==> config.mk <==
export PLATFORM = sky130hd
export DESIGN_NAME = scta_queue
export DESIGN_NICKNAME = d
export VERILOG_FILES = /design/src/rtl/scan_code_to_ascii_translator_top_assert.svh /design/src/rtl/scta_pkg.sv /design/src/rtl/scta_queue.sv
export SDC_FILE = /design/constraint.sdc
export NUM_CORES = 1
export LEC_CHECK = 0
export ABC_CLOCK_PERIOD_IN_PS = 2900
export BUFFER_PORTS_ARGS = -buffer_cell sky130_fd_sc_hd__buf_2
export CAP_MARGIN = 20
export CORE_MARGIN = 2
export CORE_UTILIZATION = 51
export DETAILED_ROUTE_END_ITERATION = 8
export PLACE_DENSITY = 0.78
export SETUP_SLACK_MARGIN = 0.02
export SYNTH_ARGS = -nofsm -noshare
export SYNTH_HDL_FRONTEND = slang
export SYNTH_SLANG_ARGS = --single-unit
==> constraint.sdc <==
create_clock -name clk -period 2.9 [get_ports clk]
set_clock_uncertainty 0.15 [all_clocks]
set_input_delay 0.725 -clock clk [delete_from_list [all_inputs] [get_ports clk]]
set_output_delay 0.725 -clock clk [all_outputs]
set_load 0.005 [all_outputs]
==> src/rtl/scan_code_to_ascii_translator_top_assert.svh <==
// Assertion macros used by the translator's back module.
`ifndef SCAN_CODE_TO_ASCII_TRANSLATOR_TOP_ASSERT_SVH
`define SCAN_CODE_TO_ASCII_TRANSLATOR_TOP_ASSERT_SVH

// The consequent must hold in the same cycle as the antecedent.
`define SCTA_ASSERT_SAME(lbl, clk, rst_n, ante, cons, msg) \
    lbl: assert property (@(posedge clk) disable iff (!rst_n) (ante) |-> (cons)) \
        else $error(msg);

// The consequent must hold in the cycle after the antecedent.
`define SCTA_ASSERT_NEXT(lbl, clk, rst_n, ante, cons, msg) \
    lbl: assert property (@(posedge clk) disable iff (!rst_n) (ante) |=> (cons)) \
        else $error(msg);

`endif

==> src/rtl/scta_pkg.sv <==
`timescale 1ns / 1ps

package scta_pkg;

    localparam int NUM_CONSOLES_DEFAULT = 8;
    localparam int QUEUE_DEPTH = 2;

    localparam logic [1:0] KIND_RAW     = 2'd0;
    localparam logic [1:0] KIND_CHAR    = 2'd1;
    localparam logic [1:0] KIND_CONSOLE = 2'd2;

    localparam logic [7:0] SCAN_PREFIX_E0    = 8'hE0;
    localparam logic [7:0] CTRL_MARK         = 8'h8F;
    localparam logic [7:0] FKEY_BASE         = 8'h3B;
    localparam logic [7:0] SCAN_CTRL_MAKE    = 8'h1D;
    localparam logic [7:0] SCAN_CTRL_BREAK   = 8'h9D;
    localparam logic [7:0] SCAN_LSHIFT_MAKE  = 8'h2A;
    localparam logic [7:0] SCAN_RSHIFT_MAKE  = 8'h36;
    localparam logic [7:0] SCAN_LSHIFT_BREAK = 8'hAA;
    localparam logic [7:0] SCAN_RSHIFT_BREAK = 8'hB6;
    localparam logic [7:0] SCAN_CAPS_LOCK    = 8'h3A;

    typedef struct packed {
        logic [7:0] scan_byte;
    } in_item_t;

    typedef struct packed {
        logic [1:0] kind;
        logic [7:0] value;
        logic       last;
    } out_item_t;

    // Work handed from the front to the back: the echo plus up to two more results.
    typedef struct packed {
        logic [7:0] raw;
        logic [1:0] n_extra;
        logic [1:0] kind1;
        logic [7:0] value1;
        logic [1:0] kind2;
        logic [7:0] value2;
    } plan_t;

    function automatic logic is_letter(input logic [7:0] k);
        return (k inside {[8'h10:8'h19], [8'h1E:8'h26], [8'h2C:8'h32]});
    endfunction

    function automatic logic [7:0] normal_rom(input logic [7:0] k);
        logic [7:0] ch;
        case (k)
            8'h01: ch = 8'h85;
            8'h02: ch = 8'h31;
            8'h03: ch = 8'h32;
            8'h04: ch = 8'h33;
            8'h05: ch = 8'h34;
            8'h06: ch = 8'h35;
            8'h07: ch = 8'h36;
            8'h08: ch = 8'h37;
            8'h09: ch = 8'h38;
            8'h0A: ch = 8'h39;
            8'h0B: ch = 8'h30;
            8'h0C: ch = 8'h2D;
            8'h0D: ch = 8'h3D;
            8'h0E: ch = 8'h08;
            8'h0F: ch = 8'h09;
            8'h10: ch = 8'h71;
            8'h11: ch = 8'h77;
            8'h12: ch = 8'h65;
            8'h13: ch = 8'h72;
            8'h14: ch = 8'h74;
            8'h15: ch = 8'h79;
            8'h16: ch = 8'h75;
            8'h17: ch = 8'h69;
            8'h18: ch = 8'h6F;
            8'h19: ch = 8'h70;
            8'h1A: ch = 8'h5B;
            8'h1B: ch = 8'h5D;
            8'h1C: ch = 8'h0A;
            8'h1E: ch = 8'h61;
            8'h1F: ch = 8'h73;
            8'h20: ch = 8'h64;
            8'h21: ch = 8'h66;
            8'h22: ch = 8'h67;
            8'h23: ch = 8'h68;
            8'h24: ch = 8'h6A;
            8'h25: ch = 8'h6B;
            8'h26: ch = 8'h6C;
            8'h27: ch = 8'h3B;
            8'h28: ch = 8'h27;
            8'h2B: ch = 8'h23;
            8'h2C: ch = 8'h7A;
            8'h2D: ch = 8'h78;
            8'h2E: ch = 8'h63;
            8'h2F: ch = 8'h76;
            8'h30: ch = 8'h62;
            8'h31: ch = 8'h6E;
            8'h32: ch = 8'h6D;
            8'h33: ch = 8'h2C;
            8'h34: ch = 8'h2E;
            8'h35: ch = 8'h2F;
            8'h39: ch = 8'h20;
            8'h47: ch = 8'h37;
            8'h48: ch = 8'h38;
            8'h49: ch = 8'h39;
            8'h4B: ch = 8'h34;
            8'h4C: ch = 8'h35;
            8'h4D: ch = 8'h36;
            8'h4F: ch = 8'h31;
            8'h50: ch = 8'h32;
            8'h51: ch = 8'h33;
            8'h56: ch = 8'h5C;
            8'h57: ch = 8'h34;
            8'h58: ch = 8'h35;
            8'h59: ch = 8'h36;
            8'h5A: ch = 8'h37;
            8'h5B: ch = 8'h38;
            8'h5C: ch = 8'h39;
            default: ch = 8'h00;
        endcase
        return ch;
    endfunction

    function automatic logic [7:0] shifted_rom(input logic [7:0] k);
        logic [7:0] ch;
        case (k)
            8'h02: ch = 8'h21;
            8'h03: ch = 8'h22;
            8'h04: ch = 8'hA3;
            8'h05: ch = 8'h24;
            8'h06: ch = 8'h25;
            8'h07: ch = 8'h5E;
            8'h08: ch = 8'h26;
            8'h09: ch = 8'h2A;
            8'h0A: ch = 8'h28;
            8'h0B: ch = 8'h29;
            8'h0C: ch = 8'h5F;
            8'h0D: ch = 8'h2B;
            8'h0E: ch = 8'h08;
            8'h10: ch = 8'h51;
            8'h11: ch = 8'h57;
            8'h12: ch = 8'h45;
            8'h13: ch = 8'h52;
            8'h14: ch = 8'h54;
            8'h15: ch = 8'h59;
            8'h16: ch = 8'h55;
            8'h17: ch = 8'h49;
            8'h18: ch = 8'h4F;
            8'h19: ch = 8'h50;
            8'h1A: ch = 8'h7B;
            8'h1B: ch = 8'h7D;
            8'h1C: ch = 8'h0A;
            8'h1E: ch = 8'h41;
            8'h1F: ch = 8'h53;
            8'h20: ch = 8'h44;
            8'h21: ch = 8'h46;
            8'h22: ch = 8'h47;
            8'h23: ch = 8'h48;
            8'h24: ch = 8'h4A;
            8'h25: ch = 8'h4B;
            8'h26: ch = 8'h4C;
            8'h27: ch = 8'h3A;
            8'h28: ch = 8'h40;
            8'h2B: ch = 8'h7E;
            8'h2C: ch = 8'h5A;
            8'h2D: ch = 8'h58;
            8'h2E: ch = 8'h43;
            8'h2F: ch = 8'h56;
            8'h30: ch = 8'h42;
            8'h31: ch = 8'h4E;
            8'h32: ch = 8'h4D;
            8'h33: ch = 8'h3C;
            8'h34: ch = 8'h3E;
            8'h35: ch = 8'h3F;
            8'h39: ch = 8'h20;
            8'h4F: ch = 8'h31;
            8'h50: ch = 8'h32;
            8'h51: ch = 8'h33;
            8'h54: ch = 8'h34;
            8'h55: ch = 8'h35;
            8'h56: ch = 8'h7C;
            8'h57: ch = 8'h37;
            8'h58: ch = 8'h38;
            8'h59: ch = 8'h39;
            default: ch = 8'h00;
        endcase
        return ch;
    endfunction

    function automatic logic [7:0] extended_rom(input logic [7:0] k);
        logic [7:0] ch;
        case (k)
            8'h1C: ch = 8'h0A;
            8'h48: ch = 8'h81;
            8'h4B: ch = 8'h83;
            8'h4D: ch = 8'h84;
            8'h50: ch = 8'h82;
            8'h53: ch = 8'h7F;
            default: ch = 8'h00;
        endcase
        return ch;
    endfunction

endpackage

==> src/rtl/scta_queue.sv <==
`timescale 1ns / 1ps

module scta_queue
    import scta_pkg::*;
(
    input  logic  clk,
    input  logic  rst_n,
    input  logic  push,
    input  plan_t push_data,
    output logic  full,
    input  logic  pop,
    output logic  nonempty,
    output plan_t pop_data
);

    localparam int PTR_W = (QUEUE_DEPTH > 1) ? $clog2(QUEUE_DEPTH) : 1;
    localparam int CNT_W = $clog2(QUEUE_DEPTH + 1);
    localparam logic [PTR_W-1:0] PTR_LAST = PTR_W'(QUEUE_DEPTH - 1);
    localparam logic [CNT_W-1:0] CNT_FULL = CNT_W'(QUEUE_DEPTH);

    plan_t            mem [QUEUE_DEPTH];
    logic [PTR_W-1:0] wr_ptr_reg, wr_ptr_next;
    logic [PTR_W-1:0] rd_ptr_reg, rd_ptr_next;
    logic [CNT_W-1:0] count_reg, count_next;

    assign full     = (count_reg == CNT_FULL);
    assign nonempty = (count_reg != '0);
    assign pop_data = mem[rd_ptr_reg];

    always_comb
    begin
        wr_ptr_next = wr_ptr_reg;
        rd_ptr_next = rd_ptr_reg;
        count_next  = count_reg;
        if (push)
        begin
            wr_ptr_next = (wr_ptr_reg == PTR_LAST) ? '0 : wr_ptr_reg + 1'b1;
        end
        if (pop)
        begin
            rd_ptr_next = (rd_ptr_reg == PTR_LAST) ? '0 : rd_ptr_reg + 1'b1;
        end
        if (push && !pop)
        begin
            count_next = count_reg + 1'b1;
        end
        else if (pop && !push)
        begin
            count_next = count_reg - 1'b1;
        end
    end

    always_ff @(posedge clk or negedge rst_n)
    begin
        if (!rst_n)
        begin
            wr_ptr_reg <= '0;
            rd_ptr_reg <= '0;
            count_reg  <= '0;
        end
        else
        begin
            wr_ptr_reg <= wr_ptr_next;
            rd_ptr_reg <= rd_ptr_next;
            count_reg  <= count_next;
        end
    end

    always_ff @(posedge clk)
    begin
        if (push)
        begin
            mem[wr_ptr_reg] <= push_data;
        end
    end

endmodule

==> flow_metrics.py <==
metrics = {
    "drt": {
        "drc": 0,
        "vias": 1233,
        "wl_um": 3993,
        "dr.first_iter.drc_count": 114,
        "dr.pass1.iters": 6,
        "routed_via_density": 5.074,
        "ant_nets": 0,
        "wl_per_cell_um": 16.43,
    },
    "sta": {
        "drv_slew": 0,
        "setup_slack_ps": 551.9,
        "fmax_mhz": 425.9,
        "fin_setup_tns_ps": 0,
        "max-slew-margin-rel": 0.6391,
        "tightest_slew_ps": 541.4,
        "hold_viol": 0,
        "grt_setup_unrepaired": "false",
        "fin_crit_sh": 0.8097,
        "setup_viol": 0,
        "finalCriticalPeriod_ps": 2348,
    },
    "worst_setup_path": {
        "crit-reg2reg-launch": "wr_ptr_reg$_DFFE_PN0P_",
        "worstSetupPathType": "reg2out",
        "worstRegToRegCells": 2,
        "critPathMaxFanout": 20,
        "r2r_slack_ps": 1150,
        "endpoint_kind": "primary output",
        "cp.required_ps": 2030,
        "critPathLaunchType": "flop",
        "rr_endpoint": "mem[1][18]$_DFFE_PP_",
        "crit_arrival_ps": 1470,
    },
    "placed_design": {
        "hpwl_um": 2706,
        "io_buffers": 65,
        "gp_congestion": 0.7010,
        "place_ws_ps": 703.4,
        "dp.cells": 227,
    },
    "logic_synthesis": {
        "synth_compound_area_frac": 0,
        "synth-seq-cells": 64,
        "synthMuxAreaShare": 0.1430,
        "synth_cell_types": 12,
        "ys_seq_area_frac": 0.8051,
        "synthSimpleGateAreaFrac": 0.01218,
        "synth_xor_area_frac": 0.01854,
        "syn_inst": 109,
        "synth_top_family_by_area": "multiplexers",
        "syn-cell-area_mm2": 0.002362,
        "yosysWarnings": 0,
        "avgSynthCellArea_um2": 21.67,
        "syn_nets": 144,
        "synth_fa_ha_area_frac": 0.005297,
    },
    "global_routing": {
        "grt_pass1_vias": 1273,
        "grt_max_degree": 31,
        "grtUsageTotal": 0.1680,
        "grt_first_pass_wirelength_um": 6085,
        "overflow": 0,
        "antenna_found_initial": 0,
    },
    "clocking": {
        "cts_buffer_depth": 2,
        "holdBufCountCts": 0,
        "post-cts-setup-buffer-count": 0,
        "clk_latency_ps": 330,
        "path_clk_slew_ps": 70,
        "clock-root-buffer": "clkbuf_8",
        "cts_sinks": 64,
        "cts_buffers": 9,
        "cts_resized": 0,
        "cts_max_level": 3,
        "cts_tree": "built",
    },
    "floorplan": {
        "fp.coreArea_mm2": 0.004414,
        "die_height_um": 72.06,
        "ios": 66,
        "start_util": 0.5351,
        "dieArea_mm2": 0.005193,
        "die_w_um": 72.06,
        "num_rows": 24,
    },
    "finish": {
        "layout_commonest_cell": "buf_2",
        "drive_above_1_share": 0.6021,
        "layout_common_cells": "buf_2, edfxtp_1, mux2_2",
        "stdcell_count": 243,
        "largest_reg_flops": 60,
        "diodes": 0,
        "fin_nets": 221,
        "area_growth_pct": 26.32,
    },
    "power": {
        "p_sw_mw": 0.7154,
        "power.internal_mw": 2.170,
        "power_mw": 2.885,
        "switching_share": 0.2479,
        "combPwrFrac": 0.252,
        "p_per_area_mw_per_mm2": 966.9,
        "leakage_nw": 1.166,
        "ir_drop_mv": 0.5493,
        "seqPwrFrac": 0.447,
        "power_frac_clock": 0.300,
    },
    "run": {
        "max_cap_violations": 0,
    },
    "worst_hold_path": {
        "hp-class": "in2async",
    },
    "run_status": {
        "outcome": "finished, final reports clean",
    },
}
==> logic make-up after synthesis <==
family                     count (synthesis)
adders and majority gates                  1
and+or+nand+nor                            5
DFF                                       64
buffers and inverters                      4
xor gates and xnor gates                   5
muxes                                     30
==> power by group through the flow <==
stage / sequential, mW / combinational (mW) / clock (mW)
CTS: 1.29 / 0.746 / 0.883
finish: 1.29 / 0.728 / 0.867
floorplan: 1.30 / 0.463 / 0
global route: 1.31 / 0.794 / 0.929
detailed placement: 1.31 / 0.744 / 0
global placement: 1.30 / 0.714 / 0
==> through the flow <==
stage            util  cell area [um2]  hold slack (ps)
5_1_grt        0.6760             2984            22.51
2_1_floorplan       -             2362            279.4
3_3_place_gp   0.6233             2751            313.1
3_5_place_dp   0.6233             2751            343.3
6_report       0.6760             2984            37.21
4_1_cts        0.6760             2984            26.09
==> how the worst max path moves through the flow <==
stage / to / start / cells after the start / slack, ps
6_report: pop_data[3] / rd_ptr_reg$_DFFE_PN0P_ / 3 / 550
5_1_grt: pop_data[3] / rd_ptr_reg$_DFFE_PN0P_ / 3 / 460
4_1_cts: pop_data[3] / rd_ptr_reg$_DFFE_PN0P_ / 3 / 520
3_5_place_dp: mem[1][18]$_DFFE_PP_ / push / 3 / 700
3_3_place_gp: mem[1][11]$_DFFE_PP_ / push / 3 / 770
2_1_floorplan: mem[0][0]$_DFFE_PP_ / push / 1 / 240
==> cells in the mapped netlist <==
master / n / share of area
edfxtp_1: 60 / 0.76
or2_2: 1 / 0.0026
inv_1: 1 / 0.0016
xor2_1: 4 / 0.015
xnor2_1: 1 / 0.0037
dfrtp_1: 4 / 0.042
nor2b_1: 2 / 0.0053
and2_1: 1 / 0.0026
buf_6: 3 / 0.014
ha_1: 1 / 0.0053
nor2_1: 1 / 0.0016
mux2_2: 30 / 0.14
==> layer usage <==
metal  wire length (um)  GRT usage
met3                212    0.05139
met4                 94     0.1069
met1               1586     0.1820
met5                  0          0
met2               2100     0.2854
==> critical path, cell delays in order, from the launching register on <==
cell and delay [ps]:
dfrtp_1 350, buf_4 290, mux2_2 380, buf_2 130
==> layout make-up <==
type                            instances  area, um2
Timing Repair Buffer                   69      355.3
Clock buffer                           14      172.7
Sequential cell                        64       1902
Tap cell                               52      65.06
Multi-Input combinational cell         41      425.4
Clock inverter                          2      60.06
Fill cell                             312       1430
Inverter                                1      3.754
(Power assumes the default switching activity.)
