[src/rtl/scan_code_to_ascii_translator_top_assert.svh]
// Assertion macros used by the translator's back module.
`ifndef SCAN_CODE_TO_ASCII_TRANSLATOR_TOP_ASSERT_SVH
`define SCAN_CODE_TO_ASCII_TRANSLATOR_TOP_ASSERT_SVH

// The consequent must hold in the same cycle as the antecedent.
`define SCTA_ASSERT_SAME(lbl, clk, rst_n, ante, cons, msg) \
    lbl: assert property (@(posedge clk) disable iff (!rst_n) (ante) |-> (cons)) \
        else $error(msg);

// The consequent must hold in the cycle after the antecedent.
`define SCTA_ASSERT_NEXT(lbl, clk, rst_n, ante, cons, msg) \
    lbl: assert property (@(posedge clk) disable iff (!rst_n) (ante) |=> (cons)) \
        else $error(msg);

`endif

[src/rtl/scta_pkg.sv]
`timescale 1ns / 1ps

package scta_pkg;

    localparam int NUM_CONSOLES_DEFAULT = 8;
    localparam int QUEUE_DEPTH = 2;

    localparam logic [1:0] KIND_RAW     = 2'd0;
    localparam logic [1:0] KIND_CHAR    = 2'd1;
    localparam logic [1:0] KIND_CONSOLE = 2'd2;

    localparam logic [7:0] SCAN_PREFIX_E0    = 8'hE0;
    localparam logic [7:0] CTRL_MARK         = 8'h8F;
    localparam logic [7:0] FKEY_BASE         = 8'h3B;
    localparam logic [7:0] SCAN_CTRL_MAKE    = 8'h1D;
    localparam logic [7:0] SCAN_CTRL_BREAK   = 8'h9D;
    localparam logic [7:0] SCAN_LSHIFT_MAKE  = 8'h2A;
    localparam logic [7:0] SCAN_RSHIFT_MAKE  = 8'h36;
    localparam logic [7:0] SCAN_LSHIFT_BREAK = 8'hAA;
    localparam logic [7:0] SCAN_RSHIFT_BREAK = 8'hB6;
    localparam logic [7:0] SCAN_CAPS_LOCK    = 8'h3A;

    typedef struct packed {
        logic [7:0] scan_byte;
    } in_item_t;

    typedef struct packed {
        logic [1:0] kind;
        logic [7:0] value;
        logic       last;
    } out_item_t;

    // Work handed from the front to the back: the echo plus up to two more results.
    typedef struct packed {
        logic [7:0] raw;
        logic [1:0] n_extra;
        logic [1:0] kind1;
        logic [7:0] value1;
        logic [1:0] kind2;
        logic [7:0] value2;
    } plan_t;

    function automatic logic is_letter(input logic [7:0] k);
        return (k inside {[8'h10:8'h19], [8'h1E:8'h26], [8'h2C:8'h32]});
    endfunction

    function automatic logic [7:0] normal_rom(input logic [7:0] k);
        logic [7:0] ch;
        case (k)
            8'h01: ch = 8'h85;
            8'h02: ch = 8'h31;
            8'h03: ch = 8'h32;
            8'h04: ch = 8'h33;
            8'h05: ch = 8'h34;
            8'h06: ch = 8'h35;
            8'h07: ch = 8'h36;
            8'h08: ch = 8'h37;
            8'h09: ch = 8'h38;
            8'h0A: ch = 8'h39;
            8'h0B: ch = 8'h30;
            8'h0C: ch = 8'h2D;
            8'h0D: ch = 8'h3D;
            8'h0E: ch = 8'h08;
            8'h0F: ch = 8'h09;
            8'h10: ch = 8'h71;
            8'h11: ch = 8'h77;
            8'h12: ch = 8'h65;
            8'h13: ch = 8'h72;
            8'h14: ch = 8'h74;
            8'h15: ch = 8'h79;
            8'h16: ch = 8'h75;
            8'h17: ch = 8'h69;
            8'h18: ch = 8'h6F;
            8'h19: ch = 8'h70;
            8'h1A: ch = 8'h5B;
            8'h1B: ch = 8'h5D;
            8'h1C: ch = 8'h0A;
            8'h1E: ch = 8'h61;
            8'h1F: ch = 8'h73;
            8'h20: ch = 8'h64;
            8'h21: ch = 8'h66;
            8'h22: ch = 8'h67;
            8'h23: ch = 8'h68;
            8'h24: ch = 8'h6A;
            8'h25: ch = 8'h6B;
            8'h26: ch = 8'h6C;
            8'h27: ch = 8'h3B;
            8'h28: ch = 8'h27;
            8'h2B: ch = 8'h23;
            8'h2C: ch = 8'h7A;
            8'h2D: ch = 8'h78;
            8'h2E: ch = 8'h63;
            8'h2F: ch = 8'h76;
            8'h30: ch = 8'h62;
            8'h31: ch = 8'h6E;
            8'h32: ch = 8'h6D;
            8'h33: ch = 8'h2C;
            8'h34: ch = 8'h2E;
            8'h35: ch = 8'h2F;
            8'h39: ch = 8'h20;
            8'h47: ch = 8'h37;
            8'h48: ch = 8'h38;
            8'h49: ch = 8'h39;
            8'h4B: ch = 8'h34;
            8'h4C: ch = 8'h35;
            8'h4D: ch = 8'h36;
            8'h4F: ch = 8'h31;
            8'h50: ch = 8'h32;
            8'h51: ch = 8'h33;
            8'h56: ch = 8'h5C;
            8'h57: ch = 8'h34;
            8'h58: ch = 8'h35;
            8'h59: ch = 8'h36;
            8'h5A: ch = 8'h37;
            8'h5B: ch = 8'h38;
            8'h5C: ch = 8'h39;
            default: ch = 8'h00;
        endcase
        return ch;
    endfunction

    function automatic logic [7:0] shifted_rom(input logic [7:0] k);
        logic [7:0] ch;
        case (k)
            8'h02: ch = 8'h21;
            8'h03: ch = 8'h22;
            8'h04: ch = 8'hA3;
            8'h05: ch = 8'h24;
            8'h06: ch = 8'h25;
            8'h07: ch = 8'h5E;
            8'h08: ch = 8'h26;
            8'h09: ch = 8'h2A;
            8'h0A: ch = 8'h28;
            8'h0B: ch = 8'h29;
            8'h0C: ch = 8'h5F;
            8'h0D: ch = 8'h2B;
            8'h0E: ch = 8'h08;
            8'h10: ch = 8'h51;
            8'h11: ch = 8'h57;
            8'h12: ch = 8'h45;
            8'h13: ch = 8'h52;
            8'h14: ch = 8'h54;
            8'h15: ch = 8'h59;
            8'h16: ch = 8'h55;
            8'h17: ch = 8'h49;
            8'h18: ch = 8'h4F;
            8'h19: ch = 8'h50;
            8'h1A: ch = 8'h7B;
            8'h1B: ch = 8'h7D;
            8'h1C: ch = 8'h0A;
            8'h1E: ch = 8'h41;
            8'h1F: ch = 8'h53;
            8'h20: ch = 8'h44;
            8'h21: ch = 8'h46;
            8'h22: ch = 8'h47;
            8'h23: ch = 8'h48;
            8'h24: ch = 8'h4A;
            8'h25: ch = 8'h4B;
            8'h26: ch = 8'h4C;
            8'h27: ch = 8'h3A;
            8'h28: ch = 8'h40;
            8'h2B: ch = 8'h7E;
            8'h2C: ch = 8'h5A;
            8'h2D: ch = 8'h58;
            8'h2E: ch = 8'h43;
            8'h2F: ch = 8'h56;
            8'h30: ch = 8'h42;
            8'h31: ch = 8'h4E;
            8'h32: ch = 8'h4D;
            8'h33: ch = 8'h3C;
            8'h34: ch = 8'h3E;
            8'h35: ch = 8'h3F;
            8'h39: ch = 8'h20;
            8'h4F: ch = 8'h31;
            8'h50: ch = 8'h32;
            8'h51: ch = 8'h33;
            8'h54: ch = 8'h34;
            8'h55: ch = 8'h35;
            8'h56: ch = 8'h7C;
            8'h57: ch = 8'h37;
            8'h58: ch = 8'h38;
            8'h59: ch = 8'h39;
            default: ch = 8'h00;
        endcase
        return ch;
    endfunction

    function automatic logic [7:0] extended_rom(input logic [7:0] k);
        logic [7:0] ch;
        case (k)
            8'h1C: ch = 8'h0A;
            8'h48: ch = 8'h81;
            8'h4B: ch = 8'h83;
            8'h4D: ch = 8'h84;
            8'h50: ch = 8'h82;
            8'h53: ch = 8'h7F;
            default: ch = 8'h00;
        endcase
        return ch;
    endfunction

endpackage

[src/rtl/scta_stream_if.sv]
`timescale 1ns / 1ps

// Valid/ready channel; a transfer happens when both are high at a rising edge.
interface scta_stream_if #(parameter type payload_t = logic) ();

    logic     valid;
    logic     ready;
    payload_t data;

    modport source (output valid, output data, input ready);
    modport sink (input valid, input data, output ready);

endinterface

[src/rtl/scta_back.sv]
`timescale 1ns / 1ps

`include "scan_code_to_ascii_translator_top_assert.svh"

module scta_back
    import scta_pkg::*;
(
    input  logic  clk,
    input  logic  rst_n,
    input  logic  q_nonempty,
    input  plan_t q_data,
    output logic  pop,
    scta_stream_if.source result_out
);

    logic       busy_reg, busy_next;
    logic [1:0] step_reg, step_next;
    plan_t      entry_reg, entry_next;
    logic       out_valid_reg, out_valid_next;
    out_item_t  out_data_reg, out_data_next;

    logic       load;
    out_item_t  cur;

    assign result_out.valid = out_valid_reg;
    assign result_out.data  = out_data_reg;

    always_comb
    begin
        case (step_reg)
            2'd0: cur = '{kind: KIND_RAW, value: entry_reg.raw,
                          last: (entry_reg.n_extra == 2'd0)};
            2'd1: cur = '{kind: entry_reg.kind1, value: entry_reg.value1,
                          last: (entry_reg.n_extra == 2'd1)};
            default: cur = '{kind: entry_reg.kind2, value: entry_reg.value2, last: 1'b1};
        endcase
    end

    always_comb
    begin
        load           = !out_valid_reg || result_out.ready;
        pop            = 1'b0;
        busy_next      = busy_reg;
        step_next      = step_reg;
        entry_next     = entry_reg;
        out_valid_next = out_valid_reg && !result_out.ready;
        out_data_next  = out_data_reg;

        if (busy_reg)
        begin
            if (load)
            begin
                out_valid_next = 1'b1;
                out_data_next  = cur;
                if (cur.last)
                begin
                    pop        = q_nonempty;
                    busy_next  = q_nonempty;
                    entry_next = q_data;
                    step_next  = 2'd0;
                end
                else
                begin
                    step_next = step_reg + 2'd1;
                end
            end
        end
        else if (q_nonempty)
        begin
            pop        = 1'b1;
            busy_next  = 1'b1;
            entry_next = q_data;
            step_next  = 2'd0;
        end
    end

    always_ff @(posedge clk or negedge rst_n)
    begin
        if (!rst_n)
        begin
            busy_reg      <= 1'b0;
            step_reg      <= 2'd0;
            out_valid_reg <= 1'b0;
        end
        else
        begin
            busy_reg      <= busy_next;
            step_reg      <= step_next;
            out_valid_reg <= out_valid_next;
        end
    end

    always_ff @(posedge clk)
    begin
        entry_reg    <= entry_next;
        out_data_reg <= out_data_next;
    end

    `SCTA_ASSERT_SAME(a_pop_nonempty, clk, rst_n, pop, q_nonempty,
        "queue popped while empty")
    `SCTA_ASSERT_SAME(a_step_bound, clk, rst_n, busy_reg && (step_reg != 2'd0),
        step_reg <= entry_reg.n_extra, "result step beyond the planned count")
    `SCTA_ASSERT_SAME(a_item_open, clk, rst_n, out_valid_reg && !out_data_reg.last,
        busy_reg, "item left unfinished after a non-final result")
    `SCTA_ASSERT_NEXT(a_last_advances, clk, rst_n, busy_reg && load && !cur.last,
        busy_reg && (step_reg == $past(step_reg) + 2'd1), "step did not advance")

endmodule

[src/flat_wrapper.sv]
// flat-port wrapper written by rule: the top's interface ports become plain ports
module scta_back_flat import scta_pkg::*;
  (clk, rst_n, q_nonempty, q_data, pop, result_out_valid, result_out_data, result_out_ready);
  scta_stream_if result_out_i ();
  input  logic clk;
  input  logic rst_n;
  input  logic q_nonempty;
  input  plan_t q_data;
  output logic pop;
  output wire logic [$bits(result_out_i.valid)-1:0] result_out_valid;
  output wire logic [$bits(result_out_i.data)-1:0] result_out_data;
  input wire logic [$bits(result_out_i.ready)-1:0] result_out_ready;
  assign result_out_valid = result_out_i.valid;
  assign result_out_data = result_out_i.data;
  assign result_out_i.ready = result_out_ready;
  scta_back u_core (.clk(clk), .rst_n(rst_n), .q_nonempty(q_nonempty), .q_data(q_data), .pop(pop), .result_out(result_out_i));
endmodule
[config.mk]
export PLATFORM = sky130hd
export DESIGN_NAME = scta_back_flat
export DESIGN_NICKNAME = d
export VERILOG_FILES = /design/src/rtl/scta_pkg.sv /design/src/rtl/scta_stream_if.sv /design/src/rtl/scta_back.sv /design/src/flat_wrapper.sv
export VERILOG_INCLUDE_DIRS = /design/src /design/src/rtl
export SDC_FILE = /design/constraint.sdc
export NUM_CORES = 1
export LEC_CHECK = 0
export ABC_AREA = 1
export BUFFER_PORTS_ARGS = -buffer_cell sky130_fd_sc_hd__buf_2
export CORE_AREA = 4 4 41 43
export CTS_CLUSTER_SIZE = 16
export DETAILED_ROUTE_END_ITERATION = 7
export DIE_AREA = 0 0 45 47
export PLACE_DENSITY_LB_ADDON = 0.1
export SYNTH_ARGS = -nofsm -noshare
export SYNTH_HDL_FRONTEND = slang
export SYNTH_SLANG_ARGS = --single-unit
[constraint.sdc]
create_clock -name clk -period 1.3 [get_ports clk]
set_input_delay 0.065 -clock clk [delete_from_list [all_inputs] [get_ports clk]]
set_output_delay 0.065 -clock clk [all_outputs]
set_load 0.03 [all_outputs]
==> impl_metrics.ini <==
[outcome]
status = finished with violations
violations = negative setup slack

[flow_run]
drv_cap = 0

[floorplan]
coreArea_um2 = 1300
start_util_pct = 28.8
die_h_um = 47
placementRows = 13
dieArea_um2 = 2120
ios = 37
die_x_um = 45

[setup_path]
critPathKind = flip-flop to output pin
reg2reg_depth = 6
crit_required_ns = 1.24
cp-end-kind = output pin
crit_arrival_ns = 1.36
r2r_slack_ns = 0.03
start_kind = flip-flop
worstPathMaxFanout = 3

[timing]
fin_setup_tns_ns = -0.130
worst_pin_slew_ns = 0.164
max_freq_ghz = 0.699
hold_viol_final = 0
worst_slack_ns = -0.130
fin_crit_sh_pct = 110
setup_violations = 1
period_needed_ns = 1.43
grt_setup_unrepaired = true
fin_skew_ns = 0.00273
final_max_slew_viol_count = 0
slew-limit-headroom_pct = 89.0

[logic_synthesis]
ys_ff_latch = 7
ys_seq_area_share_pct = 50.7
ys_top_cells_by_area = dfrtp_1 (27%), edfxtp_1 (24%), nand2_1 (10%), inv_1 (8.0%), ha_1 (6.7%)
syn-num-nets = 79
yosysTopAreaCell = dfrtp_1
synth_top_cell_area_share_pct = 26.7
syn_area_per_cell_um2 = 8.73
synth.cell_area_um2 = 375
synth_cell_types = 14
synthCells = 43
ys_warn_count = 0

[finish]
diodes = 0
design_area_um2 = 527
drive_gt1_share_pct = 41.7
areaGrowthSynthToFinish_pct = 40.3
stdcell_count = 75
nets = 97

[drt]
route.detailed.drc = 0
finalWirelength_um = 641
wl_per_cell_um = 8.55
drtIter0Drc = 1
vias_per_cell = 4.07
vias = 305
first_pass_iters = 3
antenna_left = 0

[placement]
place_inst = 67
portBuffers = 8
gp_congestion = 0.672
dp_hpwl_um = 518
place_area_um2 = 444

[power_and_ir_drop]
p_switching_mw = 0.504
p_per_area_nw_per_um2 = 2300
leakage_nw = 0.265
vdd_ir_drop_max_v = 0.000844
p_int_mw = 0.709
swShare_pct = 41.6
pwr-share-seq_pct = 31.6
pwr-share-comb_pct = 52.1
p_total_mw = 1.21
clkPwrFrac_pct = 16.3

[hold_path]
whs_path_depth = 2
hp-class = input port to flip-flop

[cts]
clock_latency_ns = 0.25
cts_root_buffer = clkbuf_4
cts_buffer_depth = 2
cts_buffers = 3
cts_tree = yes
cts_sinks = 7
htree_levels = 1
clkTransAtPathRegs_ns = 0.05

[grt]
first_global_vias = 286
track_usage_pct = 8.13
antenna_found_initial = 0
grt_pass1_wl_um = 1150
overflow = 0
grt_max_degree = 6
[per-layer routing]
metal	up-vias	share of wire (%)	routed length [um]	GRT usage, %
met5	-	0	0	0
met4	0	1.4	9	7.02
met3	2	4.2	27	3.45
met2	5	46	298	11.0
met1	132	48	306	9.79
li1	166	-	-	-
[layout make-up]
cell class	instances	area (um2)
repair buffers	13	91.3
well taps	15	18.8
clock buffers	4	26.3
flip-flops and latches	7	190
inverters	9	33.8
fillers	143	774
multi-input cells	27	166
[power by group through the flow]
stage / Combinational (mW) / Clock (mW) / Sequential [mW]
final: 0.632 / 0.198 / 0.383
after global routing: 0.724 / 0.221 / 0.394
after CTS: 0.621 / 0.206 / 0.384
after detailed placement: 0.547 / 0 / 0.388
after global placement: 0.547 / 0 / 0.385
after floorplan: 0.372 / 0 / 0.430
[worst max-delay path, stage by stage (launching register included)]
cell	delay (ns)
dfrtp_1	0.37
inv_1	0.06
ha_2	0.18
inv_1	0.06
nand2_2	0.06
nand4_1	0.10
nand2_1	0.07
nor2_2	0.09
buf_6	0.13
[synth_stat cells (all sizes together)]
library cell / instances
nor2: 8
nand4: 1
dfrtp: 4
o21ai: 1
nand2: 12
nand3: 3
ha: 2
inv: 9
edfxtp: 3
[logic make-up (layout without fill, tap and decap cells)]
family	after synthesis	count (layout)	synth area share, %
AND/OR/NAND/NOR	24	24	32.3
buffers and inverters	9	26	9.00
flip-flops	7	7	50.7
adder cells (fa/ha/maj)	2	2	6.67
AO/OA/AOI/OAI	1	1	1.33
[final timing paths]
check	from	to
worst min register to register	u_core.step_reg[1]	u_core.step_reg[1]
worst min-delay path	result_out_ready	u_core.result_out.valid
worst max register to register	u_core.step_reg[1]	u_core.entry_reg[20]
max in group asynchronous	rst_n	u_core.step_reg[0]
min in group asynchronous	rst_n	u_core.result_out.valid
worst max-delay path	u_core.step_reg[0]	pop
[what timing repair did]
item	4_1_cts	5_1_grt
gates resized for setup	6	1
endpoints found under the setup margin	3	3
hold endpoints to repair	6	0
setup buffers	1	0
pin swaps	3	1
hold buffers	3	0
[stage by stage]
step / util (%) / hold slack, ns / setup WS [ns]
after floorplan: - / -0.231 / 0.0291
after CTS: 40.1 / 0.0371 / -0.163
after global routing: 40.5 / 0.0618 / -0.269
after global placement: 34.1 / -0.127 / -0.0439
after detailed placement: 34.1 / -0.127 / -0.0432
final: 40.5 / 0.0460 / -0.130
[placed cells by master, fill, tap and decap left out, drive strengths merged, types with 2 or more instances in the layout]
cell | netlist | final
clkbuf | 0 | 4
ha | 2 | 2
inv | 9 | 9
nor2 | 8 | 8
edfxtp | 3 | 3
nand3 | 3 | 3
dfrtp | 4 | 4
nand2 | 12 | 12
buf | 0 | 10
dlygate4sd3 | 0 | 3
Note: power is estimated with default switching activity, not from simulation.
