## src/rtl/scan_code_to_ascii_translator_top_assert.svh

```systemverilog
// Assertion macros used by the translator's back module.
`ifndef SCAN_CODE_TO_ASCII_TRANSLATOR_TOP_ASSERT_SVH
`define SCAN_CODE_TO_ASCII_TRANSLATOR_TOP_ASSERT_SVH

// The consequent must hold in the same cycle as the antecedent.
`define SCTA_ASSERT_SAME(lbl, clk, rst_n, ante, cons, msg) \
    lbl: assert property (@(posedge clk) disable iff (!rst_n) (ante) |-> (cons)) \
        else $error(msg);

// The consequent must hold in the cycle after the antecedent.
`define SCTA_ASSERT_NEXT(lbl, clk, rst_n, ante, cons, msg) \
    lbl: assert property (@(posedge clk) disable iff (!rst_n) (ante) |=> (cons)) \
        else $error(msg);

`endif

```

## src/rtl/scta_pkg.sv

```systemverilog
`timescale 1ns / 1ps

package scta_pkg;

    localparam int NUM_CONSOLES_DEFAULT = 8;
    localparam int QUEUE_DEPTH = 2;

    localparam logic [1:0] KIND_RAW     = 2'd0;
    localparam logic [1:0] KIND_CHAR    = 2'd1;
    localparam logic [1:0] KIND_CONSOLE = 2'd2;

    localparam logic [7:0] SCAN_PREFIX_E0    = 8'hE0;
    localparam logic [7:0] CTRL_MARK         = 8'h8F;
    localparam logic [7:0] FKEY_BASE         = 8'h3B;
    localparam logic [7:0] SCAN_CTRL_MAKE    = 8'h1D;
    localparam logic [7:0] SCAN_CTRL_BREAK   = 8'h9D;
    localparam logic [7:0] SCAN_LSHIFT_MAKE  = 8'h2A;
    localparam logic [7:0] SCAN_RSHIFT_MAKE  = 8'h36;
    localparam logic [7:0] SCAN_LSHIFT_BREAK = 8'hAA;
    localparam logic [7:0] SCAN_RSHIFT_BREAK = 8'hB6;
    localparam logic [7:0] SCAN_CAPS_LOCK    = 8'h3A;

    typedef struct packed {
        logic [7:0] scan_byte;
    } in_item_t;

    typedef struct packed {
        logic [1:0] kind;
        logic [7:0] value;
        logic       last;
    } out_item_t;

    // Work handed from the front to the back: the echo plus up to two more results.
    typedef struct packed {
        logic [7:0] raw;
        logic [1:0] n_extra;
        logic [1:0] kind1;
        logic [7:0] value1;
        logic [1:0] kind2;
        logic [7:0] value2;
    } plan_t;

    function automatic logic is_letter(input logic [7:0] k);
        return (k inside {[8'h10:8'h19], [8'h1E:8'h26], [8'h2C:8'h32]});
    endfunction

    function automatic logic [7:0] normal_rom(input logic [7:0] k);
        logic [7:0] ch;
        case (k)
            8'h01: ch = 8'h85;
            8'h02: ch = 8'h31;
            8'h03: ch = 8'h32;
            8'h04: ch = 8'h33;
            8'h05: ch = 8'h34;
            8'h06: ch = 8'h35;
            8'h07: ch = 8'h36;
            8'h08: ch = 8'h37;
            8'h09: ch = 8'h38;
            8'h0A: ch = 8'h39;
            8'h0B: ch = 8'h30;
            8'h0C: ch = 8'h2D;
            8'h0D: ch = 8'h3D;
            8'h0E: ch = 8'h08;
            8'h0F: ch = 8'h09;
            8'h10: ch = 8'h71;
            8'h11: ch = 8'h77;
            8'h12: ch = 8'h65;
            8'h13: ch = 8'h72;
            8'h14: ch = 8'h74;
            8'h15: ch = 8'h79;
            8'h16: ch = 8'h75;
            8'h17: ch = 8'h69;
            8'h18: ch = 8'h6F;
            8'h19: ch = 8'h70;
            8'h1A: ch = 8'h5B;
            8'h1B: ch = 8'h5D;
            8'h1C: ch = 8'h0A;
            8'h1E: ch = 8'h61;
            8'h1F: ch = 8'h73;
            8'h20: ch = 8'h64;
            8'h21: ch = 8'h66;
            8'h22: ch = 8'h67;
            8'h23: ch = 8'h68;
            8'h24: ch = 8'h6A;
            8'h25: ch = 8'h6B;
            8'h26: ch = 8'h6C;
            8'h27: ch = 8'h3B;
            8'h28: ch = 8'h27;
            8'h2B: ch = 8'h23;
            8'h2C: ch = 8'h7A;
            8'h2D: ch = 8'h78;
            8'h2E: ch = 8'h63;
            8'h2F: ch = 8'h76;
            8'h30: ch = 8'h62;
            8'h31: ch = 8'h6E;
            8'h32: ch = 8'h6D;
            8'h33: ch = 8'h2C;
            8'h34: ch = 8'h2E;
            8'h35: ch = 8'h2F;
            8'h39: ch = 8'h20;
            8'h47: ch = 8'h37;
            8'h48: ch = 8'h38;
            8'h49: ch = 8'h39;
            8'h4B: ch = 8'h34;
            8'h4C: ch = 8'h35;
            8'h4D: ch = 8'h36;
            8'h4F: ch = 8'h31;
            8'h50: ch = 8'h32;
            8'h51: ch = 8'h33;
            8'h56: ch = 8'h5C;
            8'h57: ch = 8'h34;
            8'h58: ch = 8'h35;
            8'h59: ch = 8'h36;
            8'h5A: ch = 8'h37;
            8'h5B: ch = 8'h38;
            8'h5C: ch = 8'h39;
            default: ch = 8'h00;
        endcase
        return ch;
    endfunction

    function automatic logic [7:0] shifted_rom(input logic [7:0] k);
        logic [7:0] ch;
        case (k)
            8'h02: ch = 8'h21;
            8'h03: ch = 8'h22;
            8'h04: ch = 8'hA3;
            8'h05: ch = 8'h24;
            8'h06: ch = 8'h25;
            8'h07: ch = 8'h5E;
            8'h08: ch = 8'h26;
            8'h09: ch = 8'h2A;
            8'h0A: ch = 8'h28;
            8'h0B: ch = 8'h29;
            8'h0C: ch = 8'h5F;
            8'h0D: ch = 8'h2B;
            8'h0E: ch = 8'h08;
            8'h10: ch = 8'h51;
            8'h11: ch = 8'h57;
            8'h12: ch = 8'h45;
            8'h13: ch = 8'h52;
            8'h14: ch = 8'h54;
            8'h15: ch = 8'h59;
            8'h16: ch = 8'h55;
            8'h17: ch = 8'h49;
            8'h18: ch = 8'h4F;
            8'h19: ch = 8'h50;
            8'h1A: ch = 8'h7B;
            8'h1B: ch = 8'h7D;
            8'h1C: ch = 8'h0A;
            8'h1E: ch = 8'h41;
            8'h1F: ch = 8'h53;
            8'h20: ch = 8'h44;
            8'h21: ch = 8'h46;
            8'h22: ch = 8'h47;
            8'h23: ch = 8'h48;
            8'h24: ch = 8'h4A;
            8'h25: ch = 8'h4B;
            8'h26: ch = 8'h4C;
            8'h27: ch = 8'h3A;
            8'h28: ch = 8'h40;
            8'h2B: ch = 8'h7E;
            8'h2C: ch = 8'h5A;
            8'h2D: ch = 8'h58;
            8'h2E: ch = 8'h43;
            8'h2F: ch = 8'h56;
            8'h30: ch = 8'h42;
            8'h31: ch = 8'h4E;
            8'h32: ch = 8'h4D;
            8'h33: ch = 8'h3C;
            8'h34: ch = 8'h3E;
            8'h35: ch = 8'h3F;
            8'h39: ch = 8'h20;
            8'h4F: ch = 8'h31;
            8'h50: ch = 8'h32;
            8'h51: ch = 8'h33;
            8'h54: ch = 8'h34;
            8'h55: ch = 8'h35;
            8'h56: ch = 8'h7C;
            8'h57: ch = 8'h37;
            8'h58: ch = 8'h38;
            8'h59: ch = 8'h39;
            default: ch = 8'h00;
        endcase
        return ch;
    endfunction

    function automatic logic [7:0] extended_rom(input logic [7:0] k);
        logic [7:0] ch;
        case (k)
            8'h1C: ch = 8'h0A;
            8'h48: ch = 8'h81;
            8'h4B: ch = 8'h83;
            8'h4D: ch = 8'h84;
            8'h50: ch = 8'h82;
            8'h53: ch = 8'h7F;
            default: ch = 8'h00;
        endcase
        return ch;
    endfunction

endpackage

```

## src/rtl/scta_front.sv

```systemverilog
`timescale 1ns / 1ps

module scta_front
    import scta_pkg::*;
#(
    parameter int NUM_CONSOLES = NUM_CONSOLES_DEFAULT
)
(
    input  logic      clk,
    input  logic      rst_n,
    input  logic      take,
    input  logic [7:0] scan_byte,
    output plan_t     plan
);

    localparam logic [8:0] FKEY_LAST = 9'(FKEY_BASE) + 9'(NUM_CONSOLES - 1);

    logic shift_held_reg, shift_held_next;
    logic ctrl_held_reg, ctrl_held_next;
    logic caps_on_reg, caps_on_next;
    logic extended_pending_reg, extended_pending_next;

    logic [7:0] ext_ch;
    logic [7:0] key_ch;
    logic       letter;
    logic       fkey;

    always_comb
    begin
        ext_ch = extended_rom(scan_byte);
        letter = is_letter(scan_byte);
        fkey   = {1'b0, scan_byte} inside {[9'(FKEY_BASE) : FKEY_LAST]};
        if (shift_held_reg && caps_on_reg)
        begin
            key_ch = letter ? normal_rom(scan_byte) : shifted_rom(scan_byte);
        end
        else if (shift_held_reg || (caps_on_reg && letter))
        begin
            key_ch = shifted_rom(scan_byte);
        end
        else
        begin
            key_ch = normal_rom(scan_byte);
        end
    end

    always_comb
    begin
        shift_held_next       = shift_held_reg;
        ctrl_held_next        = ctrl_held_reg;
        caps_on_next          = caps_on_reg;
        extended_pending_next = extended_pending_reg;

        plan.raw     = scan_byte;
        plan.n_extra = 2'd0;
        plan.kind1   = KIND_CHAR;
        plan.value1  = key_ch;
        plan.kind2   = KIND_CHAR;
        plan.value2  = key_ch;

        if (extended_pending_reg)
        begin
            extended_pending_next = 1'b0;
            plan.value1 = ext_ch;
            plan.n_extra = (ext_ch != 8'h00) ? 2'd1 : 2'd0;
        end
        else
        begin
            case (scan_byte)
                SCAN_CTRL_MAKE: ctrl_held_next = 1'b1;
                SCAN_LSHIFT_MAKE, SCAN_RSHIFT_MAKE: shift_held_next = 1'b1;
                SCAN_CAPS_LOCK: caps_on_next = !caps_on_reg;
                SCAN_CTRL_BREAK: ctrl_held_next = 1'b0;
                SCAN_LSHIFT_BREAK, SCAN_RSHIFT_BREAK: shift_held_next = 1'b0;
                SCAN_PREFIX_E0: extended_pending_next = 1'b1;
                default:
                begin
                    if (!scan_byte[7])
                    begin
                        if (shift_held_reg && fkey)
                        begin
                            plan.n_extra = 2'd1;
                            plan.kind1   = KIND_CONSOLE;
                            plan.value1  = 8'(scan_byte - FKEY_BASE);
                        end
                        else if (ctrl_held_reg && !(shift_held_reg && caps_on_reg))
                        begin
                            // Ctrl marker goes out ahead of the character.
                            plan.n_extra = 2'd2;
                            plan.value1  = CTRL_MARK;
                        end
                        else
                        begin
                            plan.n_extra = 2'd1;
                        end
                    end
                end
            endcase
        end
    end

    always_ff @(posedge clk or negedge rst_n)
    begin
        if (!rst_n)
        begin
            shift_held_reg       <= 1'b0;
            ctrl_held_reg        <= 1'b0;
            caps_on_reg          <= 1'b0;
            extended_pending_reg <= 1'b0;
        end
        else if (take)
        begin
            shift_held_reg       <= shift_held_next;
            ctrl_held_reg        <= ctrl_held_next;
            caps_on_reg          <= caps_on_next;
            extended_pending_reg <= extended_pending_next;
        end
    end

endmodule

```

## config.mk

```make
export PLATFORM = sky130hd
export DESIGN_NAME = scta_front
export DESIGN_NICKNAME = d
export VERILOG_FILES = /design/src/rtl/scan_code_to_ascii_translator_top_assert.svh /design/src/rtl/scta_pkg.sv /design/src/rtl/scta_front.sv
export SDC_FILE = /design/constraint.sdc
export NUM_CORES = 1
export LEC_CHECK = 0
export ABC_CLOCK_PERIOD_IN_PS = 4600
export BUFFER_PORTS_ARGS = -buffer_cell sky130_fd_sc_hd__buf_2
export CORE_MARGIN = 3
export CORE_UTILIZATION = 28
export CTS_CLUSTER_SIZE = 40
export DETAILED_ROUTE_END_ITERATION = 8
export PLACE_DENSITY = 0.49
export SLEW_MARGIN = 10
export SYNTH_ARGS = -nofsm -noshare
export SYNTH_HDL_FRONTEND = slang
export SYNTH_SLANG_ARGS = --single-unit
```

## constraint.sdc

```tcl
create_clock -name clk -period 4.6 [get_ports clk]
set_clock_uncertainty 0.05 [all_clocks]
set_input_delay 0.92 -clock clk [delete_from_list [all_inputs] [get_ports clk]]
set_output_delay 0.92 -clock clk [all_outputs]
set_load 0.01 [all_outputs]
```

==> results.md <==
* Outcome: complete, no violations
* Number of vias in the routed layout at 3,226
* Highest metal layer with signal wires: met4
* Worst-case clock buffer depth at 2
* Final non-filler cell total at 521
* First-pass GRT wire length at 17.0 mm
* Path type of the worst min-delay path: in2async
* Critical-path maximum fanout at 10
* Total power per unit cell area at 145 nW/um2
* Yosys top cell area share at 7.75%
* Total track usage at 20.4%
* CP Data Required Time at 3.63 ns
* Clock tree from TritonCTS: done
* Syn Nets at 411
* Unrepaired setup endpoints after global routing: no
* Final worst hold slack at 0.453 ns
* Top flip-flop cell by instance count after synthesis: dfrtp_1
* Register area share after synthesis at 3.88%
* Average wire length per cell after detail routing at 20.9 um
* Post-detail-place hpwl at 7.99 mm
* Clk pin slew, worst setup/hold paths at 0.03 ns
* Routed wl met3 at 659 um
* Floorplan core area at 8850 um2
* Flip-flop and latch area at approximately 100 um2
* Standard-cell row count at 34
* Num CTS Buffers at 3
* Most area-consuming cells after synthesis: ha_1 (7.8%), a21oi_1 (7.2%), o21ai_0 (6.2%)
* TritonRoute pass-1 iters at 5
* CTS root buffer: clkbuf_8
* Avg Inst Size Synth at 6.73 um2
* CTS HTree Levels at 1
* Routability-driven placement congestion ratio at between 0.9 and 1
* Timing startpoint of the critical path: scan_byte[1]
* Clock insertion delay at the later pin of the skew report at ~0.21 ns
* Top-count cell post-synth: nand2_1
* Synth-to-Final Area Change at 15.8%
* Synthesized area at 2580 um2
* Vias in the first global route at 3,113
* End-of-flow core utilization at 33.8%
* Number of antenna-violating nets in the routed design at 0
* Beginning of the worst register-to-register path: extended_pending_reg
* Kind of start point of the critical path: input pin
* Cell types with the highest counts after synthesis: nand2_1 (38), a21oi_1 (37), o21ai_0 (32)
* Fraction of layout cells with a size suffix above 1 at 23.5%
* Via count normalized by instance count at approximately 6.2
* Count of input and output buffers at 38
* Achievable Freq at between 200 and 250 MHz
* Net count reported at finish at 442
* Data arrival time of the worst path at 3.43 ns
* Detailed-route DRC error count at 0
* Number of pins exceeding their max-slew limit in the final report at 0
* Measured slew at the worst slew-check pin at 0.646 ns
* Maximum vdd ir drop at 0.0000606 V
* Distinct cell type count after synthesis at 64
* Count of maximum capacitance violations at 0
* FFs w/ async S/R, synth at 100%
* Number of diodes added for antenna fixing at 0
* Post-synthesis cell type with the largest combined area: ha_1
* TNS Setup at 0 ns
* FF+latch count, synth at 4
* Die outline area at 10,400 um2
* Count of flip-flops with a built-in enable after synthesis at 0
* Die boundary height at 102 um
* Pin count of the biggest net entering global routing at 41
* Shortest period the worst path allows at 4.40 ns
* Synthesis Warnings at 0
* Total met2 wirelength after detailed routing at 5.17 mm
* Worst slew margin relative to its limit at 55.8%
* Sort of element at the end of the critical path: primary output
* Placed cell count at roughly 520
* Routed wire length at 10.9 mm
* Initial cell density of the core at between 20 and 30%
* Number of DRC markers after the initial detailed-route iteration at 497
* Count of endpoints failing setup in the final report at 0
* Floorplan die width at about 100 um
* Worst Setup Path Type: in2out
* Multi-input combinational cell area at 2160 um2
* Post-route fraction of the period consumed by the critical path at ~96%
* Overflow after GRT at 0
* Sink Count at 4
* Met1 wire length at 4.65 mm
* Initial antenna violation count at 0
* Final Hold Fails at 0
* Leakage power summed over all cells at 0.00123 uW
* I/O pin count at 41
* Number of inserted filler cells in the final layout at 994
* Post-Syn Instances at about 380
layout by cell type (no fill, tap or decap), drive strengths merged, types with 4 or more instances in the layout:
| cell | instances |
|---|---|
| a221oi | 6 |
| nor3 | 8 |
| o211ai | 10 |
| xnor2 | 4 |
| nand2 | 38 |
| a21o | 5 |
| o31ai | 4 |
| inv | 16 |
| a31oi | 9 |
| nand2b | 9 |
| mux2i | 11 |
| a2111oi | 4 |
| nand3 | 8 |
| nor2b | 11 |
| mux4 | 4 |
| buf | 75 |
| o21ai | 33 |
| ha | 16 |
| a21oi | 37 |
| o311ai | 4 |
| dfrtp | 4 |
| nand4 | 4 |
| mux2 | 4 |
| nor4 | 6 |
| nor2 | 29 |
stage by stage:
| step | total power [uW] | area (um2) | setup WS, ns |
|---|---|---|---|
| after global placement | 350 | 2930 | 0.168 |
| after detailed placement | 349 | 2930 | 0.111 |
| final | 435 | 2990 | 0.198 |
| after floorplan | 250 | 2580 | 0.149 |
| after CTS | 427 | 2970 | 0.110 |
| after global routing | 465 | 2990 | 0.00432 |
routing by layer:
| metal | vias up | global-route usage (%) |
|---|---|---|
| met4 | 0 | 7.67 |
| met3 | 32 | 1.37 |
| met2 | 160 | 33.3 |
| li1 | 1475 | - |
| met1 | 1559 | 28.1 |
| met5 | - | 0 |
path summary, 6_finish.rpt:
kind	slack, ns	depth (start not counted)	end
worst max-delay path	0.20	10	plan[16]
worst min-delay path	0.45	1	shift_held_reg
worst max register to register	2.98	5	caps_on_reg
worst min register to register	0.50	2	ctrl_held_reg
max in group asynchronous	3.93	1	ctrl_held_reg
min in group clk	0.50	2	ctrl_held_reg
power breakdown:
part	internal, uW	switching, uW	total, uW
registers	38.7	7.02	45.7
logic	128	188	316
clock network	55.7	17.5	73.2
worst max-delay path, cell delays in order:
cell	delay (ns)
buf_2	0.20
ha_1	0.29
nor2b_2	0.25
nand4b_1	0.16
a221oi_2	0.40
a41oi_4	0.08
xnor2_4	0.32
mux2_4	0.34
o41ai_2	0.29
buf_2	0.18
area by class of cell:
cell class,instances,area share [%]
tap,108,4.52
sequential,4,3.35
clock buffer,3,1.38
multi-input combinational,315,72.3
inverter,16,2.01
timing repair buffer,75,16.5
repair_timing:
item                                   4_1_cts  5_1_grt
endpoints found under the hold margin        0        0
setup endpoints to repair                    0        3
resized for setup                            0        1
setup buffers                                0        2
hold buffers                                 0        0
cell families (layout without fill, tap and decap cells):
logic type	after synthesis	in the layout	share of synthesized area, %
AOI/OAI and AO/OA	146	146	38.4
and+or+nand+nor	126	126	24.6
buffers and inverters	65	94	12.5
muxes	19	19	9.79
adders and majority gates	16	16	7.75
xor gates and xnor gates	6	6	2.76
DFF	4	4	3.88
other	2	2	0.291
Power figures use the tool's default switching activity.
